## src/hw/rtl/lms_pkg.sv

```systemverilog
package lms_pkg;

  localparam int PIXEL_W    = 8;
  localparam int WIDTH_W    = 11;
  localparam int HEIGHT_W   = 13;
  localparam int MARGIN_W   = 8;
  localparam int CFG_IDX_W  = 2;
  localparam int CFG_DATA_W = 13;

  localparam int DEF_MAX_WIDTH  = 1024;
  localparam int DEF_MAX_HEIGHT = 4096;
  localparam int QUEUE_DEPTH    = 4;

  localparam logic [CFG_IDX_W-1:0] CFG_FRAME_WIDTH  = 2'd0;
  localparam logic [CFG_IDX_W-1:0] CFG_FRAME_HEIGHT = 2'd1;
  localparam logic [CFG_IDX_W-1:0] CFG_MARGIN       = 2'd2;

  localparam logic [WIDTH_W-1:0]  RST_FRAME_WIDTH  = 11'd640;
  localparam logic [HEIGHT_W-1:0] RST_FRAME_HEIGHT = 13'd480;
  localparam logic [MARGIN_W-1:0] RST_MARGIN       = 8'd10;

  localparam int MIN_SIZE = 3;

  typedef struct packed {
    logic emit;
    logic last;
  } lms_flags_t;

  typedef struct packed {
    logic full;
    logic nonempty;
  } lms_qstat_t;

  typedef struct packed {
    logic pop;
    logic busy;
  } lms_bstat_t;

endpackage

```

## src/hw/rtl/lms_queue.sv

```systemverilog
module lms_queue import lms_pkg::*; #(
  parameter int DW    = 8,
  parameter int DEPTH = QUEUE_DEPTH
) (
  input  logic          clk_i,
  input  logic          rst_ni,
  input  logic          push_i,
  input  logic [DW-1:0] push_data_i,
  input  logic          pop_i,
  output logic [DW-1:0] head_o,
  output lms_qstat_t    stat_o
);

  localparam int PW = $clog2(DEPTH);
  localparam int CW = $clog2(DEPTH + 1);

  logic [DW-1:0] entry_q [DEPTH];
  logic [PW-1:0] wr_q, wr_d, rd_q, rd_d;
  logic [CW-1:0] cnt_q, cnt_d;

  always_comb begin
    wr_d  = wr_q;
    rd_d  = rd_q;
    cnt_d = cnt_q;
    if (push_i) begin
      wr_d = (wr_q == PW'(DEPTH - 1)) ? '0 : wr_q + PW'(1);
    end
    if (pop_i) begin
      rd_d = (rd_q == PW'(DEPTH - 1)) ? '0 : rd_q + PW'(1);
    end
    if (push_i && !pop_i) begin
      cnt_d = cnt_q + CW'(1);
    end else if (pop_i && !push_i) begin
      cnt_d = cnt_q - CW'(1);
    end
  end

  always_ff @(posedge clk_i or negedge rst_ni) begin
    if (!rst_ni) begin
      wr_q  <= '0;
      rd_q  <= '0;
      cnt_q <= '0;
    end else begin
      wr_q  <= wr_d;
      rd_q  <= rd_d;
      cnt_q <= cnt_d;
    end
  end

  always_ff @(posedge clk_i) begin
    if (push_i) begin
      entry_q[wr_q] <= push_data_i;
    end
  end

  assign head_o          = entry_q[rd_q];
  assign stat_o.full     = (cnt_q == CW'(DEPTH));
  assign stat_o.nonempty = (cnt_q != '0);

endmodule

```

## config.mk

```make
export PLATFORM = sky130hd
export DESIGN_NAME = lms_queue
export DESIGN_NICKNAME = d
export VERILOG_FILES = /design/src/hw/rtl/lms_pkg.sv /design/src/hw/rtl/lms_queue.sv
export SDC_FILE = /design/constraint.sdc
export NUM_CORES = 1
export LEC_CHECK = 0
export BUFFER_PORTS_ARGS = -buffer_cell sky130_fd_sc_hd__buf_2
export CORE_MARGIN = 2
export CORE_UTILIZATION = 44
export CTS_CLUSTER_SIZE = 14
export DETAILED_ROUTE_END_ITERATION = 8
export GPL_ROUTABILITY_DRIVEN = 0
export PLACE_DENSITY_LB_ADDON = 0.05
export SYNTH_ARGS = -nofsm -noshare
export SYNTH_HDL_FRONTEND = slang
export SYNTH_SLANG_ARGS = --single-unit
```

## constraint.sdc

```tcl
create_clock -name clk_i -period 2.3 [get_ports clk_i]
set_clock_uncertainty 0.15 [all_clocks]
set_input_delay 0.23 -clock clk_i [delete_from_list [all_inputs] [get_ports clk_i]]
set_output_delay 0.23 -clock clk_i [all_outputs]
set_load 0.01 [all_outputs]
```

* Word level (Yosys, flattened, before mapping)
Memories as Yosys holds them, arrays and structs flattened. Index checks and enable logic that the tools add are counted. W data, S select, Z words.
Storage, ports and cells: register bits 7, bits in latches 0, RAM bits 32, bits in read-only memories 0, input port bits 12, output and inout port bits 10, word-level logic and storage cells 23, memories 1
Operators by class: $add $sub $neg 4, multiply operators 0, divide/modulo/power cells 0, magnitude comparators 0, eq/ne operators 3, shift operators 0, multiplexer cells 6, bitwise gates (word level) 0, reductions and logical operators 6
Memory list:
- entry_q | depth 4, width 8, read ports 1, clocked after Yosys merged registers in 0, wr ports 1, RTL line lms_queue.sv:17 | logic [DW-1:0] entry_q [DEPTH];
Operators with widths (count):
- $mux W3 | 2
- $add A2 B1 Y2 const B | 2
- $eq A2 B2 Y1 const B | 2
- $mux W2 | 2
- $add A3 B1 Y3 const B | 1
- $eq A3 B3 Y1 const B | 1
- $reduce_bool A3 Y1 | 1
- $sub A3 B1 Y3 const B | 1
- $logic_and A1 B1 Y1 | 2
- $logic_not A1 Y1 | 2
- $mux W1 | 2
- $reduce_bool A2 Y1 | 1

* Depth between registers and ports, before layout
Gate-level depths: netlist of the first run.
depth in word-level cells 4, depth in mapped cells 7, gate-level depth less buffers 7

* Worst setup path after synthesis of the first run
Ideal clock, no wire load.
path kind input -> register, from in pop_i, to reg cnt_q[2], setup time 79 ps, data arrival time 1216 ps, data required time 2071 ps, slack 855 ps, cell stages on the path 7, buffers on the path 0, cell sequence inv_1 -> ha_1 -> inv_1 -> fa_1 -> xor2_1 -> nor2_1 -> xor2_1
On the way: longest elaborated chain between the ends 3, elaborated cells on any way between the ends 5, those cells by class mux (1); reduce/logical (4)
RTL lines:
- start, declared | RTL line lms_queue.sv:9 | input logic pop_i,
- $logic_not A1 Y1 | RTL line lms_queue.sv:31 | if (push_i && !pop_i) begin
- $logic_and A1 B1 Y1 | RTL line lms_queue.sv:31
- $mux W3 / $reduce_bool A2 Y1 (equally long branches)
- end signal, assigned | RTL line lms_queue.sv:46 | cnt_q <= cnt_d;
- end, declared | RTL line lms_queue.sv:19 | logic [CW-1:0] cnt_q, cnt_d;
Several ways; a longest one is shown, not always the timed one. A chain may end at the register's enable or synchronous reset.

* Final worst setup path of the first run
from reg rd_q[0], to out head_o[1]
On the way: longest elaborated chain between the ends 1
RTL lines:
- start, declared | RTL line lms_queue.sv:18 | logic [PW-1:0] wr_q, wr_d, rd_q, rd_d;
- start signal, assigned | RTL line lms_queue.sv:45 | rd_q <= rd_d;
- $mem_v2 Z4 W8
- end, declared | RTL line lms_queue.sv:10 | output logic [DW-1:0] head_o,
Every way passes these cells.

==> results of run 1 <==
## path summary, 6_finish.rpt
kind / cells past startpoint / slack, ns / start / to
max reg2reg: 3 / 0.72 / wr_q[0] / entry_q[0][0]
min: 2 / 0.03 / pop_i / rd_q[1]
min in group asynchronous: 2 / 0.10 / rst_ni / cnt_q[2]
max in group asynchronous: 2 / 1.72 / rst_ni / rd_q[0]
max: 2 / 0.30 / rd_q[0] / head_o[1]
min reg2reg: 1 / 0.34 / cnt_q[2] / cnt_q[2]
## sequential cells by signal (all words and copies together) (netlist names)
signal	cells
wr_q	2
entry_q	32
rd_q	2
cnt_q	3
## cells in the mapped netlist (all sizes together)
master  number
buf          2
o21ai        2
inv          5
mux2         3
dfrtp        7
nor3b        1
fa           1
xor2         2
nand2        1
xnor2        1
and2         4
mux4         8
ha           6
nand3        1
or3          1
edfxtp      32
nor2         2
## metrics by stage
step	setup slack (ns)	power (mW)	instance area [um^2]	hold WS (ns)	util (%)
after CTS	0.04874	2.040	1868	0.01508	55.11
final	0.3016	1.998	1869	0.03443	55.15
after global routing	0.1973	2.154	1869	0.01596	55.15
after detailed placement	0.4381	1.674	1718	-0.07328	50.68
after global placement	0.4611	1.649	1718	-0.07645	50.68
after floorplan	0.8545	1.483	1572	-0.2156	-
## power groups by stage
stage | Combinational [mW] | Clock (mW) | Sequential, mW
6_report | 0.569 | 0.353 | 1.08
5_1_grt | 0.638 | 0.406 | 1.11
4_1_cts | 0.587 | 0.370 | 1.08
3_5_place_dp | 0.576 | 0 | 1.10
3_3_place_gp | 0.562 | 0 | 1.09
2_1_floorplan | 0.484 | 0 | 0.999
## timing repair
action	4_1_cts	5_1_grt
setup endpoints to repair	0	2
gates resized for setup	0	1
endpoints found under the hold margin	39	0
hold buffers	9	0
## critical path: cells and delay by family, from the launching register on
kind	cells	cell delay [ns]
buffers and inverters	1	0.15
DFF	1	0.58
muxes	1	0.56
## routing by layer
metal	vias to the layer above	share of wire, %	track usage, %
li1	371	-	-
met1	382	46	16.85
met2	18	50	24.47
met3	0	4.5	5.810
met4	0	0	5.707
met5	-	0	0
## area by class of cell
class                   count  area (um^2)  area share (%)
clock buffers               7        55.05           2.945
flip-flops and latches     39         1137           60.84
clock inverters             1        5.005          0.2677
well taps                  46        57.56           3.079
repair buffers             30        195.2           10.44
multi-input cells          33        400.4           21.42
inverters                   5        18.77           1.004
## logic make-up (layout without fill, tap and decap cells)
logic type	Yosys count	after routing
and+or+nand+nor	10	10
DFF	39	39
adders and majority gates	7	7
xor gates and xnor gates	3	3
muxes	11	11
buffers and inverters	7	43
AOI/OAI and AO/OA	2	2
==> results.txt, run 1 <==
outcome = completed
drt drc = 0
Worst EP required = 1.92 ns
drt wl/cell = 14.93 um
clk sinks = 39
number of global-route vias before repair = 865
Worst-path clk slew = 0.10 ns
fin. max-slew vios = 0
CORE AREA = 3390 um^2
GRT Total Usage = 14.61%
number of routed nets with antenna violations = 0
Max Fanout on Critical Path = 11
die height = 63.76 um
Synth Area in Compound Gates = 0.6369%
Startpoint Class = flip-flop
initial core utilization = 46.36%
total die area = 4065 um^2
drt first-iter violations = 34
Power Dens Cells = 1069 nW/um^2
sequential-to-total area share from yosys stat = 72.29%
Final Critical Period = 1.998 ns
Final period util = 86.89%
num ports = 22
CP Capture Type = output port
final wirelength = 2.404 mm
yosys warns = 0
Simple-Gate Fraction of Synth Area = 3.503%
Worst-Skew Late Latency = 0.33 ns
Switching Power = 0.5970 mW
DP HPWL = 1.665 mm
FF+latch count, synth = 39
Max VDD drop = 0.0005667 V
clock network power share = 17.7%
DR vias/cell = 4.789
Setup Buffers After CTS = 0
crit path kind = flip-flop to output port
max incr delay on CP = 0.58 ns
RSZ-0062 raised after global routing = false
Max-Cap Viols = 0
Inserted Clock Buffers = 5
f_max = 500.4 MHz
worst path cell trace = mux4_2 -> buf_2
switching share of power = 29.87%
largest net degree at the start of global routing = 13
initial antenna violation count = 0
via count = 771
CTS H-tree depth = 2
global-route wire length before repair = 4.160 mm
arrival time at the worst endpoint = 1.62 ns
Synth Instances = 79
XOR/XNOR Fraction of Synth Area = 1.672%
Static Leak = 0.7025 nW
Final Hold Fails = 0
Adder-Cell Fraction of Synth Area = 6.051%
Pre-antenna DRT Iters = 4
commonest non-fill, non-tap cells in the layout = 32 x edfxtp_1, 21 x buf_2, 9 x dlygate4sd3_1, 8 x mux4_2
mux cell area share after synthesis = 13.61%
Congestion Overflow GR = 0
Area Growth Syn to Fin = 18.95%
syn nets = 98
Rel. slew slack = 69.00%
Layout Cells excl Fill = 161
synth top area cells = edfxtp_1 61%, mux4_2 11%, dfrtp_1 11%
hold crit path type = input pin to flip-flop
Synth Cell Area = 1572 um^2
Setup violations, final = 0
placed cells = 144
IO buf count = 21
Int Pwr = 1.401 mW
# diodes = 0
Clock Path Buffers = 2
mean area per synthesized cell = 19.89 um^2
register share of total power = 53.8%
nets = 133
DIE WIDTH = 63.76 um
Synth top area share = 61.15%
Total Neg Setup Slack = 0 ns
commonest non-fill, non-tap cell in the layout = edfxtp_1
Synth cell types = 18
slowest cell on the critical path = dfrtp_2
clock root cell = clkbuf_4
fillers = 284
FP Rows = 21
cell taking the most area after synthesis = edfxtp_1
main combinational cell family by area after synthesis = multiplexers
power share of the combinational group = 28.5%
fraction of layout cells with a size suffix above 1 = 34.78%
CTS tree = built
slew at the pin with the worst max-slew slack = 0.4650 ns
Note: power is estimated with default switching activity, not from simulation.
==> run 2, diff against run 1 <==
==> constraint.sdc (replaced) <==
create_clock -name clk_i -period 2.3 [get_ports clk_i]
set_clock_uncertainty 0.15 [all_clocks]
set_input_delay 0 -clock clk_i [delete_from_list [all_inputs] [get_ports clk_i]]
set_output_delay 0 -clock clk_i [all_outputs]
set_load 0.01 [all_outputs]
==> run 2 against run 1 <==
Register-to-register slack worse by 0.02 ns. Clock-buffer cell count shrank 1. Via count grew 2.6%. Sequential share of layout area is 1.8 points lower. Clock power rose by 35%. Critical path type unchanged. Critical endpoint unchanged.
==> results.txt, run 2 (synthesized netlist as in run 1, its figures left out) <==
via count = 791 (+2.6%)
Clock Path Buffers = 2 (unchanged)
Max-Cap Viols = 0 (unchanged)
GRT met3 Usage = 4.930% (-0.88 points)
reg2reg start = wr_q[0]
slowest cell on the critical path = dfrtp_1
Worst Reg2Reg Path Length in Cells = 3 (unchanged)
# diodes = 0 (unchanged)
Rel. slew slack = 60.92% (-8.1 points)
max reg flops = 32 (unchanged)
grt peak-use layer = met2
largest net degree at the start of global routing = 13 (unchanged)
GR Util met2 = 22.63% (-1.8 points)
fillers = 262 (-7.7%)
CTS H-tree depth = 2 (unchanged)
CTS resizes = 0 (unchanged)
largest registers = entry_q x32, cnt_q x3
outcome = completed
Final Hold Fails = 0 (unchanged)
DIE WIDTH = 63.76 um (unchanged)
CORE AREA = 3390 um^2 (unchanged)
commonest non-fill, non-tap cells in the layout = 32 x edfxtp_1, 21 x buf_2, 12 x dlygate4sd3_1, 8 x mux4_2, 7 x dfrtp_1
crit path kind = flip-flop to output port
drt wl/cell = 14.54 um (-2.6%)
total die area = 4065 um^2 (unchanged)
DP HPWL = 1.618 mm (-2.8%)
RSZ-0062 raised after global routing = false
GRT Total Usage = 13.99% (-0.62 points)
fraction of layout cells with a size suffix above 1 = 33.90% (-0.88 points)
worst path cell trace = mux4_2 -> buf_2
arrival time at the worst endpoint = 1.80 ns (+0.18 ns)
fin. max-slew vios = 0 (unchanged)
met1 GRT Util = 16.83% (-0.021 points)
Pre-antenna DRT Iters = 4 (unchanged)
Max Fanout on Critical Path = 11 (unchanged)
Setup WS pre-CTS = 0.6795 ns (+0.2414 ns)
clk sinks = 39 (unchanged)
Startpoint Class = flip-flop
final wirelength = 2.384 mm (-0.83%)
Final period util = 84.93% (-2.0 points)
Static Leak = 0.7290 nW (+3.8%)
CP startpoint = rd_q[0]
Setup violations, final = 0 (unchanged)
IO buf count = 21 (unchanged)
num ports = 22 (unchanged)
global-route wire length before repair = 4.043 mm (-2.8%)
f_max = 511.9 MHz (+2.3%)
clock root cell = clkbuf_4
FF-to-FF setup slack = 0.70 ns (-0.02 ns)
Worst EP required = 2.15 ns (+0.23 ns)
Worst-path clk slew = 0.12 ns (+0.02 ns)
DR vias/cell = 4.823 (+0.72%)
Final WS setup = 0.3466 ns (+0.04497 ns)
Inserted Clock Buffers = 5 (unchanged)
Max VDD drop = 0.0006320 V (+12%)
Area Growth Syn to Fin = 22.45%
Final Critical Period = 1.953 ns (-0.04497 ns)
nets = 136 (+2.3%)
CTS tree = built
slew at the pin with the worst max-slew slack = 0.5862 ns (+0.1211 ns)
drt drc = 0 (unchanged)
FP Rows = 21 (unchanged)
Total Neg Setup Slack = 0 ns (unchanged)
Power Dens Cells = 1101 nW/um^2 (+3.0%)
most flop-heavy register = entry_q
Worst-Skew Late Latency = 0.35 ns (+0.02 ns)
initial core utilization = 46.36% (unchanged)
hold crit path type = input pin to flip-flop
Congestion Overflow GR = 0 (unchanged)
drt first-iter violations = 48 (+41%)
commonest non-fill, non-tap cell in the layout = edfxtp_1
max incr delay on CP = 0.73 ns (+0.15 ns)
number of global-route vias before repair = 847 (-2.1%)
worst r2r dst = entry_q[0][1]
initial antenna violation count = 0 (unchanged)
die height = 63.76 um (unchanged)
CP Capture Type = output port
number of routed nets with antenna violations = 0 (unchanged)
Worst Setup EP = head_o[1]
==> run 2: worst min path at each step <==
| stage | startpoint | to | slack [ns] | cells past startpoint |
|---|---|---|---|---|
| after floorplan | rst_ni | cnt_q[0] | -0.45 | 0 |
| after global placement | rst_ni | cnt_q[2] | -0.31 | 1 |
| after detailed placement | rst_ni | cnt_q[0] | -0.31 | 1 |
| after CTS | push_data_i[7] | entry_q[3][7] | 0.23 | 2 |
| after global routing | push_data_i[5] | entry_q[2][5] | 0.24 | 2 |
| final | push_data_i[7] | entry_q[3][7] | 0.25 | 2 |
==> run 2: metal layers <==
metal	wire length [um]	up-vias	share of wire, %
li1	-	378	-
met1	1034	392	43
met2	1196	16	50
met3	102	5	4.3
met4	50	0	2.1
met5	0	-	0
==> run 2: through the flow <==
step	power (mW)	std cells	utilization [%]	hold slack (ns)	cell area (um^2)
finish	2.118	164	56.77	0.2516	1924
global route	2.269	164	56.77	0.2420	1924
CTS	2.157	164	56.77	0.2308	1924
detailed placement	1.668	144	50.68	-0.3060	1718
global placement	1.651	144	50.68	-0.3069	1718
floorplan	1.483	79	-	-0.4456	1572
==> run 2: timing repair <==
action	CTS	global route
hold buffers	12	0
endpoints found under the hold margin	44	0
setup buffers	0	0
==> run 2: worst max-delay path, delay by kind of cell (launching register included) <==
family / cells / cell delay (ns)
buffers and inverters: 1 / 0.15
flip-flops: 1 / 0.73
multiplexers: 1 / 0.58
==> run 2: area by class of cell <==
| class | instances | area (um^2) | area share, % |
|---|---|---|---|
| clock buffers | 6 | 51.30 | 2.666 |
| clock inverters | 2 | 35.03 | 1.821 |
| inverters | 5 | 18.77 | 0.9753 |
| multi-input cells | 33 | 400.4 | 20.81 |
| flip-flops and latches | 39 | 1136 | 59.04 |
| well taps | 46 | 57.56 | 2.991 |
| repair buffers | 33 | 225.2 | 11.70 |
==> run 2: where the power goes <==
group          switching, mW  leakage, nW  internal, mW
Clock                  0.219       0.0482         0.257
Sequential             0.142        0.377         0.928
Combinational          0.247        0.304         0.326
Total                  0.608        0.729          1.51
