$ cat config.mk
export PLATFORM = sky130hd
export DESIGN_NAME = lms_front
export DESIGN_NICKNAME = d
export VERILOG_FILES = /design/src/hw/rtl/lms_pkg.sv /design/src/hw/rtl/lms_front.sv
export SDC_FILE = /design/constraint.sdc
export NUM_CORES = 1
export LEC_CHECK = 0
export ABC_AREA = 0
export BUFFER_PORTS_ARGS = -buffer_cell sky130_fd_sc_hd__buf_2
export CAP_MARGIN = 15
export CORE_AREA = 2 2 77 79
export CTS_CLUSTER_DIAMETER = 60
export DETAILED_ROUTE_END_ITERATION = 8
export DIE_AREA = 0 0 79 81
export SKIP_CTS_REPAIR_TIMING = 1
export SYNTH_ARGS = -nofsm -noshare
export SYNTH_HDL_FRONTEND = slang
export SYNTH_SLANG_ARGS = --single-unit
$ cat constraint.sdc
create_clock -name clk_i -period 6.6 [get_ports clk_i]
set_input_delay 0 -clock clk_i [delete_from_list [all_inputs] [get_ports clk_i]]
set_output_delay 0 -clock clk_i [all_outputs]
set_load 0.05 [all_outputs]
$ cat src/hw/rtl/lms_pkg.sv
package lms_pkg;

  localparam int PIXEL_W    = 8;
  localparam int WIDTH_W    = 11;
  localparam int HEIGHT_W   = 13;
  localparam int MARGIN_W   = 8;
  localparam int CFG_IDX_W  = 2;
  localparam int CFG_DATA_W = 13;

  localparam int DEF_MAX_WIDTH  = 1024;
  localparam int DEF_MAX_HEIGHT = 4096;
  localparam int QUEUE_DEPTH    = 4;

  localparam logic [CFG_IDX_W-1:0] CFG_FRAME_WIDTH  = 2'd0;
  localparam logic [CFG_IDX_W-1:0] CFG_FRAME_HEIGHT = 2'd1;
  localparam logic [CFG_IDX_W-1:0] CFG_MARGIN       = 2'd2;

  localparam logic [WIDTH_W-1:0]  RST_FRAME_WIDTH  = 11'd640;
  localparam logic [HEIGHT_W-1:0] RST_FRAME_HEIGHT = 13'd480;
  localparam logic [MARGIN_W-1:0] RST_MARGIN       = 8'd10;

  localparam int MIN_SIZE = 3;

  typedef struct packed {
    logic emit;
    logic last;
  } lms_flags_t;

  typedef struct packed {
    logic full;
    logic nonempty;
  } lms_qstat_t;

  typedef struct packed {
    logic pop;
    logic busy;
  } lms_bstat_t;

endpackage

$ cat src/hw/rtl/lms_front.sv
module lms_front import lms_pkg::*; #(
  parameter int MAX_WIDTH  = DEF_MAX_WIDTH,
  parameter int MAX_HEIGHT = DEF_MAX_HEIGHT,
  localparam int XW = $clog2(MAX_WIDTH),
  localparam int YW = $clog2(MAX_HEIGHT)
) (
  input  logic                clk_i,
  input  logic                rst_ni,
  input  logic                accept_i,
  input  logic                frame_start_i,
  input  logic [WIDTH_W-1:0]  frame_width_i,
  input  logic [HEIGHT_W-1:0] frame_height_i,
  output logic [XW-1:0]       col_o,
  output lms_flags_t          flags_o
);

  localparam int WW = $clog2(MAX_WIDTH + 1);
  localparam int HW = $clog2(MAX_HEIGHT + 1);

  logic [XW-1:0] col_q, col_d, c;
  logic [YW-1:0] row_q, row_d, r;
  logic [WW-1:0] w, c_inc;
  logic [HW-1:0] h, r_inc;

  always_comb begin
    if (32'(frame_width_i) < MIN_SIZE) begin
      w = WW'(MIN_SIZE);
    end else if (32'(frame_width_i) > MAX_WIDTH) begin
      w = WW'(MAX_WIDTH);
    end else begin
      w = WW'(frame_width_i);
    end
    if (32'(frame_height_i) < MIN_SIZE) begin
      h = HW'(MIN_SIZE);
    end else if (32'(frame_height_i) > MAX_HEIGHT) begin
      h = HW'(MAX_HEIGHT);
    end else begin
      h = HW'(frame_height_i);
    end
  end

  always_comb begin
    c     = frame_start_i ? '0 : col_q;
    r     = frame_start_i ? '0 : row_q;
    c_inc = WW'(c) + WW'(1);
    r_inc = HW'(r) + HW'(1);
    flags_o.emit = (r >= YW'(2)) && (c >= XW'(2));
    flags_o.last = (r_inc == h) && (c_inc == w);
    col_o = c;
    col_d = col_q;
    row_d = row_q;
    if (accept_i) begin
      if (c_inc >= w) begin
        col_d = '0;
        row_d = (r_inc >= h) ? '0 : r_inc[YW-1:0];
      end else begin
        col_d = c_inc[XW-1:0];
        row_d = r;
      end
    end
  end

  always_ff @(posedge clk_i or negedge rst_ni) begin
    if (!rst_ni) begin
      col_q <= '0;
      row_q <= '0;
    end else begin
      col_q <= col_d;
      row_q <= row_d;
    end
  end

endmodule

# Word level (Yosys, flattened, before mapping)
# Cells that the tools add are included.
[word_totals]
reg_bits = 22
in_bits = 28
out_inout_bits = 12
word_cells = 25
[classes]
add_sub_neg = 2
n_lt_le_gt_ge = 8
n_eq_ne = 2
n_mux = 9
n_reduce_logical = 2
[ops]
columns = ["op", "n"]
rows = [
  ["$mux 12", 3],
  ["$mux 13", 2],
  ["$mux 11", 2],
  ["$mux 10", 2],
  ["$add 12x1->13 const B", 1],
  ["$eq 13x13->1", 1],
  ["$ge 13x13->1", 1],
  ["$gt 13x13->1 const B", 1],
  ["$lt 13x2->1 const B", 1],
  ["$ge 12x2->1 const B", 1],
  ["$add 10x1->11 const B", 1],
  ["$eq 11x11->1", 1],
  ["$ge 11x11->1", 1],
  ["$gt 11x11->1 const B", 1],
  ["$lt 11x2->1 const B", 1],
  ["$ge 10x2->1 const B", 1],
  ["$logic_and 1x1->1", 2],
]

# Depth between registers and ports, before layout
# Gate-level depths: netlist (run 1).
[depth]
word_depth = 6
depth_mapped = 16
ltp_nobuf = 14

# Least setup slack after synthesis (run 1)
# No wires, ideal clock.
[synth_timing]
kind = "reg-to-reg"
startpoint = "register col_q[0]"
endpoint = "register row_q[11]"
setup_ns = 0.121
arrival_time_ns = 3.649
required_time_ns = 6.479
path_slack_ns = 2.830
path_stages_with_launch = 16
path_buffers = 1
synth_period_minus_slack_ns = 3.770
cell_sequence = "dfrtp_1 > inv_1 > nor2_1 > ha_1 > nand4_1 > nor2_1 > and3_1 > xor2_1 > ha_1 > a21o_1 > a21o_1 > a211o_1 > nor2_4 > nor2_2 > buf_6 > a22o_2"
[synth_via]
elab_chain_len = 4
[synth_rtl]
columns = ["element", "line", "text"]
rows = [
  ["from (decl)", "lms_front.sv:20", "logic [XW-1:0] col_q, col_d, c;"],
  ["from (signal assigned)", "lms_front.sv:68", "col_q <= col_d;"],
  ["$mux 10", "lms_front.sv:43", "c = frame_start_i ? '0 : col_q;"],
  ["via col_o[0]", "lms_front.sv:13", "output logic [XW-1:0] col_o,"],
  ["$add 10x1->11", "lms_front.sv:45", "c_inc = WW'(c) + WW'(1);"],
  ["$ge 11x11->1", "lms_front.sv:53", "if (c_inc >= w) begin"],
  ["$mux 12", "lms_front.sv:53", ""],
  ["to (signal assigned)", "lms_front.sv:69", "row_q <= row_d;"],
  ["to (decl)", "lms_front.sv:21", "logic [YW-1:0] row_q, row_d, r;"],
]
# The timed path passes the listed nets, and every way through them passes these cells.
# A chain may end at the register's enable or synchronous reset.

# Final worst setup path (run 1)
[layout_timing]
startpoint = "register col_q[0]"
endpoint = "register row_q[9]"
[layout_via]
elab_chain_len = 4
[layout_rtl]
columns = ["element", "line"]
rows = [
  ["$mux 10", "lms_front.sv:43"],
  ["$add 10x1->11", "lms_front.sv:45"],
  ["$ge 11x11->1", "lms_front.sv:53"],
  ["$mux 12", "lms_front.sv:53"],
]
# No other way between the ends.

==> run summary, run 1 <==
Setup-failing EPs final: 0
clock sink total: 22
met2 Use GR: 30.8%
vias in the first global route: 1,904
gr busiest metal: met2
Setup CP Type: flop to flop
Port Buffers: 39
reg-to-reg slack, setup: 2.83 ns
largest area contributor in the netlist: dfrtp_1
Peak VDD IR: 0.0000860 V
Die Wd: 79 microns
hold path cells: 2
Least-Margin Pin Slew: 0.879 ns
FILL cells: 600
Post-Syn Area: 2180 sq um
CTS tree: built
Synth async-reset ratio: 100%
Die H: 81 microns
sequential share of the synthesized area: 25.3%
synth warn: 0
Layout Nets: 355
R2R Path Start: col_q[0]$_DFFE_PN0P_
clock network power share: 37.1%
gr usage total: 17.7%
drt via density: 5.44
CP endpoint kind: flop
NetSw: 0.101 mW
DP Worst Slack: 2.90 ns
count leader, synth: nand2_1
synth top area cells: dfrtp_1 (25%), ha_1 (16%), nand2_1 (5.2%)
worst-path cell chain: inv_1, nor2_1, ha_1, nand4_1, nor2_1, and3_1, xor2_1, ha_1, a21o_1, a21o_1, a211o_1, o31ai_2, o21bai_1, a32o_1
Gate Count Post-Synth: 262
Remaining Overflow, GRT: 0
synth cell count leaders: nand2_1 (30), ha_1 (28), dfrtp_1 (22), nor2b_1 (17), nor2_1 (16)
met1 Track Usage GR: 23.4%
critical path's slowest cell: o31ai_2
Ant. Diodes: 0
largest net degree at the start of global routing: 24
Yosys cell types: 49
clock root buffer: clkbuf_8
CP required: 6.81 ns
status: complete, no violations
skew final: 0.00575 ns
sequential power share: 40.6%
core area: 5680 sq um
Row Count: 28
CTS H-tree depth: 1
Initial Utilization: 38.4%
final worst-path cycle share: 57.1%
post-DR wirelength/cell: 14.5 microns
Post-synth EDFFs: 0
relative slew slack: 41.0%
synth-to-layout area growth: 14.9%
RD Place Congestion: 0.914
Clock Latency Late Sink: 0.27 ns
Post-Synth XOR/XNOR Area: 6.43%
top_reg_cell synth: dfrtp_1
number of iterations in the first detailed-routing pass: 4
sw frac: 29.0%
Hold Path Class: input port to flop
unrepaired setup endpoints after global routing: false
fmax: 0.265 GHz
Post-Synth Adder-Cell Area: 16.1%
path depth of the worst reg2reg path: 14
Pint: 0.248 mW
leakage: 1.30 nW
Post-Syn Nets: 318
Slew Limit Fails: 0
FF+latch count, synth: 22
Synth top area share: 25.3%
startpoint types: flop
Iter 0 DRT Violations: 145
Final TNS setup: 0 ns
CP Data Arrival Time: 3.98 ns
share of layout cells above drive strength 1: 20.8%
simple-gate share of the synthesized area: 28.2%
Synth Area in Compound Gates: 19.0%
power per cell area: 140 nW/um^2
CTS Buf Count: 3
Remaining DRCs: 0
Hold Path End: col_q[3]$_DFFE_PN0P_
Global Route met3 Usage: 2.67%
final hold viol count: 0
combinational power share: 22.3%
Routed Antenna Nets: 0
initial antenna violation count: 0
mux contribution to synthesized area: 0%
Routed WL: 5400 microns
PnR worst setup slack: 2.83 ns
num ports: 40
clock slew seen by the registers of the worst setup and hold paths: 0.09 ns
Vias: 2,028
Crit Path Max Fanout: 11
minimum clock period: 3.77 ns
die footprint: 6400 sq um
Mean Syn Cell Area: 8.31 sq um
Max-cap violations: 0
global-route wire length before repair: 8950 microns
HPWL Detailed: 4260 microns
reg-to-reg endpoint: row_q[9]$_DFFE_PN0P_
Clock Path Buffers: 2
min-delay src: accept_i
slowest stage delay, CP: 0.72 ns
largest family of logic cells by synthesized area: simple AND/OR/NAND/NOR gates
[area by class of cell]
| cell class | instances | area, sq um | area share, % |
|---|---|---|---|
| sequential | 22 | 551 | 22.0 |
| tap | 75 | 93.8 | 3.75 |
| clock buffer | 3 | 41.3 | 1.65 |
| timing repair buffer | 40 | 205 | 8.20 |
| clock inverter | 1 | 30.0 | 1.20 |
| inverter | 17 | 63.8 | 2.55 |
| multi-input combinational | 215 | 1520 | 60.7 |
[logic make-up after synthesis]
family,after synthesis
xor gates and xnor gates,16
adders and majority gates,28
buffers and inverters,25
AOI/OAI and AO/OA,54
and+or+nand+nor,117
DFF,22
[flip-flops by register name (all words and copies together), names as in the netlist]
| name | flops |
|---|---|
| row_q | 12 |
| col_q | 10 |
[routing by layer]
layer  vias up  routed length (microns)
li1       1028                        -
met1       940                     2570
met2        53                     2580
met3         7                      204
met4         0                       49
met5         -                        0
[critical path, delay by kind of cell, from the launching register on]
| kind | cells | cell delay, ns |
|---|---|---|
| compound gates | 6 | 1.77 |
| xor+xnor | 1 | 0.23 |
| fa+ha+maj | 2 | 0.55 |
| buf+inv | 1 | 0.07 |
| flops | 1 | 0.35 |
| simple gates | 4 | 0.73 |
[stage by stage]
| stage | util [%] | area [sq um] | cells | hold slack (ns) | power (mW) |
|---|---|---|---|---|---|
| 4_1_cts | 43.9 | 2490 | 372 | -0.287 | 0.353 |
| 3_3_place_gp | 42.7 | 2420 | 368 | 0.00700 | 0.221 |
| 3_5_place_dp | 42.7 | 2420 | 368 | 0.0136 | 0.222 |
| 5_1_grt | 44.1 | 2500 | 373 | 0.204 | 0.370 |
| 2_1_floorplan | - | 2180 | 262 | -0.296 | 0.196 |
| 6_report | 44.1 | 2500 | 373 | 0.176 | 0.349 |
[how the worst max path moves through the flow]
stage                            end  cells past startpoint  slack [ns]                  from
2_1_floorplan  row_q[11]$_DFFE_PN0P_                     15        2.83  col_q[0]$_DFFE_PN0P_
3_3_place_gp   row_q[10]$_DFFE_PN0P_                     14        3.04  col_q[0]$_DFFE_PN0P_
3_5_place_dp    row_q[2]$_DFFE_PN0P_                     14        2.90  col_q[0]$_DFFE_PN0P_
4_1_cts         row_q[9]$_DFFE_PN0P_                     14        2.86  col_q[0]$_DFFE_PN0P_
5_1_grt        row_q[10]$_DFFE_PN0P_                     14        2.56  col_q[1]$_DFFE_PN0P_
6_report        row_q[9]$_DFFE_PN0P_                     14        2.83  col_q[0]$_DFFE_PN0P_
[power groups by stage]
stage	Sequential [mW]	Combinational [mW]	Clock, mW
6_report	0.142	0.0778	0.130
5_1_grt	0.142	0.0884	0.140
4_1_cts	0.142	0.0780	0.133
3_5_place_dp	0.144	0.0778	0
3_3_place_gp	0.144	0.0767	0
2_1_floorplan	0.143	0.0527	0
[cell usage in the layout (no fill, tap or decap), types with 2 or more instances in the layout]
master,Yosys,final
buf_2,2,39
nand2_1,30,30
ha_1,28,28
dfrtp_1,22,22
nor2b_1,17,17
nor2_1,16,16
inv_1,15,15
nand3_1,14,14
xor2_1,10,10
a21oi_1,10,10
nand4_1,8,8
nor4_1,8,8
and3_1,7,7
a31o_2,7,7
xnor2_1,6,6
a22o_2,6,6
nor3_1,5,5
o21bai_1,5,5
a21o_1,4,4
o21ai_0,3,3
a31oi_1,3,3
a32o_1,3,3
clkbuf_8,0,3
clkinv_1,2,2
nand2b_1,2,2
nand3b_1,2,2
a211o_1,2,2
o22ai_1,2,2
Note: power is estimated with default switching activity, not from simulation.
==> run 2, diff against run 1 <==
--- a/config.mk
+++ b/config.mk
@@ -5,13 +5,13 @@
 export SDC_FILE = /design/constraint.sdc
 export NUM_CORES = 1
 export LEC_CHECK = 0
-export ABC_AREA = 0
+export ABC_AREA = 1
 export BUFFER_PORTS_ARGS = -buffer_cell sky130_fd_sc_hd__buf_2
 export CAP_MARGIN = 15
-export CORE_AREA = 2 2 77 79
+export CORE_AREA = 2 2 84 86
 export CTS_CLUSTER_DIAMETER = 60
 export DETAILED_ROUTE_END_ITERATION = 8
-export DIE_AREA = 0 0 79 81
+export DIE_AREA = 0 0 86 88
 export SKIP_CTS_REPAIR_TIMING = 1
 export SYNTH_ARGS = -nofsm -noshare
 export SYNTH_HDL_FRONTEND = slang
==> constraint.sdc (replaced) <==
create_clock -name clk_i -period 3.9 [get_ports clk_i]
set_input_delay 0 -clock clk_i [delete_from_list [all_inputs] [get_ports clk_i]]
set_output_delay 0 -clock clk_i [all_outputs]
set_load 0.05 [all_outputs]
==> run 2 against run 1 <==
Against the previous run:
- fmax grew 15%
- routed wire length rose by 27%
- power increased by 87%
- register-to-register slack worse by 2.2 ns
- first-iteration DRC count increased by 0.69%
- final cell count rose by 43%
- sequential power is 70% higher
- utilization is 0.067 points higher
- global-route usage up 1.4 points
==> run summary, run 2 <==
status: complete, no violations
fin util: 44.2% (+0.067 points)
reg-to-reg endpoint: row_q[11]$_DFFE_PN0P_
Remaining DRCs: 0 (unchanged)
mux contribution to synthesized area: 0% (unchanged)
Remaining Overflow, GRT: 0 (unchanged)
register area: 551 sq um (unchanged)
FF+latch count, synth: 22 (unchanged)
R2R Path Start: row_q[0]$_DFFE_PN0P_
largest family of logic cells by synthesized area: simple AND/OR/NAND/NOR gates
Setup-failing EPs final: 0 (unchanged)
Initial Utilization: 39.2% (+0.79 points)
Finished Cell Area: 2940 sq um (+17%)
crit path buf inv count: 2 (+1)
Hold Path Class: input port to flop
slowest stage delay, CP: 0.44 ns (-0.28 ns)
Biggest register: row_q
CP required: 4.08 ns (-2.73 ns)
Die Wd: 86 microns (+8.9%)
vias in the first global route: 2,465 (+29%)
sw frac: 33.8% (+4.8 points)
gr usage total: 19.1% (+1.4 points)
FILL cells: 703 (+17%)
Vias: 2,612 (+29%)
Least-Margin Pin Slew: 0.817 ns (-0.0625 ns)
post-DR wirelength/cell: 12.8 microns (-11%)
Setup CP Type: flop to flop
Max-cap violations: 0 (unchanged)
num ports: 40 (unchanged)
hold path cells: 2 (unchanged)
die footprint: 7570 sq um (+18%)
sequential share of the synthesized area: 21.2% (-4.1 points)
RD Place Congestion: 0.862 (-5.7%)
CTS Buf Count: 3 (unchanged)
clock network power share: 35.1% (-2.0 points)
fmax: 0.305 GHz (+15%)
number of iterations in the first detailed-routing pass: 4 (unchanged)
Yosys cell types: 36 (-27%)
leakage: 1.64 nW (+27%)
synth top area cells: dfrtp_1 (21%), nand2_1 (20%), ha_1 (13%)
final worst-path cycle share: 84.0% (+27 points)
CTS tree: built
Slew Limit Fails: 0 (unchanged)
top_reg_cell synth: dfrtp_1
Post-Syn Nets: 473 (+49%)
multi-input logic area: 1750 sq um (+15%)
CP Data Arrival Time: 3.45 ns (-0.53 ns)
Post-DP Area: 2850 sq um (+18%)
most frequent cells in the layout: nand2_1 (140), inv_1 (64), nor2_1 (52), buf_2 (39), ha_1 (28)
CP most frequent cell: nand2_1
Port Buffers: 39 (unchanged)
Crit Path Max Fanout: 12 (+1)
skew final: 0.00340 ns (-0.00234 ns)
Levels on crit path: 18 (+4)
largest area contributor in the netlist: dfrtp_1
share of layout cells above drive strength 1: 17.0% (-3.8 points)
largest net degree at the start of global routing: 23 (-4.2%)
CP endpoint kind: flop
Row Count: 30 (+7.1%)
Post-Syn Area: 2600 sq um (+19%)
Final TNS setup: 0 ns (unchanged)
simple-gate share of the synthesized area: 44.7% (+16 points)
synth cell count leaders: nand2_1 (140), inv_1 (64), nor2_1 (52), ha_1 (28), nand3_1 (25)
clock sink total: 22 (unchanged)
Synth top area share: 21.2% (-4.1 points)
sequential power share: 37.0% (-3.6 points)
Routed Antenna Nets: 0 (unchanged)
worst-path cell chain: inv_1, nor2_1, ha_1, nand2_1, nor2_1, nand3_1, nand2_1, inv_1, ha_1, nand2_1, nor2_1, nand2_1, nor2_1, nand2_1, nand3_1, nor2_1, nand2_1, nand2_1
startpoint types: flop
path depth of the worst reg2reg path: 18 (+4)
Post-Synth XOR/XNOR Area: 2.31% (-4.1 points)
clock slew seen by the registers of the worst setup and hold paths: 0.10 ns (about the same)
top sig layer: met4
min-delay src: accept_i
CTS H-tree depth: 1 (unchanged)
Final Power: 0.655 mW (+87%)
unrepaired setup endpoints after global routing: false
crit path from: row_q[0]$_DFFE_PN0P_
minimum clock period: 3.27 ns (-0.496 ns)
Synth Area in Compound Gates: 6.83% (-12 points)
Top Registers: row_q (12), col_q (10)
Clock Path Buffers: 2 (unchanged)
Synth async-reset ratio: 100% (unchanged)
NetSw: 0.221 mW (+120%)
Post-Synth Adder-Cell Area: 13.5% (-2.6 points)
delay-heaviest family, CP: simple AND/OR/NAND/NOR gates
Ant. Diodes: 0 (unchanged)
Post-synth EDFFs: 0 (unchanged)
met2 wire length: 3310 microns (+29%)
Mean Syn Cell Area: 6.24 sq um (-25%)
hold slack: 0.0941 ns (-0.0820 ns)
Routed WL: 6850 microns (+27%)
count leader, synth: nand2_1
Largest register FFs: 12 (unchanged)
critical path's slowest cell: nand3_1
M1 WL: 3240 microns (+26%)
relative slew slack: 44.9% (+3.9 points)
drt via density: 4.89 (-10%)
Gate Count Post-Synth: 417 (+59%)
most common cell after layout, fill and taps aside: nand2_1
Pint: 0.433 mW (+75%)
Layout Nets: 511 (+44%)
met3 WL: 231 microns (+13%)
Peak VDD IR: 0.000160 V (+86%)
HPWL Detailed: 5500 microns (+29%)
reg-to-reg slack, setup: 0.63 ns (-2.20 ns)
core area: 6640 sq um (+17%)
CP endpoint: row_q[11]$_DFFE_PN0P_
Iter 0 DRT Violations: 146 (+0.69%)
synth warn: 0 (unchanged)
synth-to-layout area growth: 12.8%
power per cell area: 223 nW/um^2 (+60%)
Die H: 88 microns (+8.6%)
global-route wire length before repair: 11,600 microns (+30%)
combinational power share: 27.8% (+5.5 points)
initial antenna violation count: 0 (unchanged)
final hold viol count: 0 (unchanged)
clock root buffer: clkbuf_8
Clock Latency Late Sink: 0.28 ns (about the same)
==> run 2: metal layers <==
layer / track usage, % / vias up
met3: 2.36 / 6
li1: - / 1378
met5: 0 / -
met1: 24.5 / 1175
met4: 2.45 / 0
met2: 35.3 / 53
==> run 2: final cells by class <==
cell class	instances	share of cell area, %
timing repair buffer	40	6.99
multi-input combinational	320	59.6
clock inverter	1	1.02
sequential	22	18.8
clock buffer	3	1.41
tap	80	3.41
inverter	68	8.78
==> run 2: per-stage QoR <==
stage,setup slack [ns],std cells
floorplan,0.250,417
global placement,0.658,529
detailed placement,0.640,529
CTS,0.640,533
global route,0.187,534
finish,0.626,534
==> run 2: worst min path at each step <==
stage                                end  slack [ns]
detailed placement  row_q[6]$_DFFE_PN0P_        0.01
global route        col_q[8]$_DFFE_PN0P_        0.10
floorplan           col_q[0]$_DFFE_PN0P_       -0.30
global placement    row_q[6]$_DFFE_PN0P_        0.01
CTS                 row_q[2]$_DFFE_PN0P_       -0.29
finish              col_q[8]$_DFFE_PN0P_        0.09
==> run 2: power groups by stage <==
| stage | registers (mW) | logic, mW | clock network (mW) |
|---|---|---|---|
| global route | 0.244 | 0.206 | 0.238 |
| finish | 0.242 | 0.182 | 0.230 |
| global placement | 0.247 | 0.180 | 0 |
| CTS | 0.243 | 0.182 | 0.231 |
| detailed placement | 0.247 | 0.182 | 0 |
| floorplan | 0.246 | 0.128 | 0 |
==> run 2: cells by family after synthesis <==
logic type	count (synthesis)
XOR/XNOR	6
adder cells (fa/ha/maj)	28
AO/OA/AOI/OAI	29
buffers and inverters	75
flip-flops	22
AND/OR/NAND/NOR	257
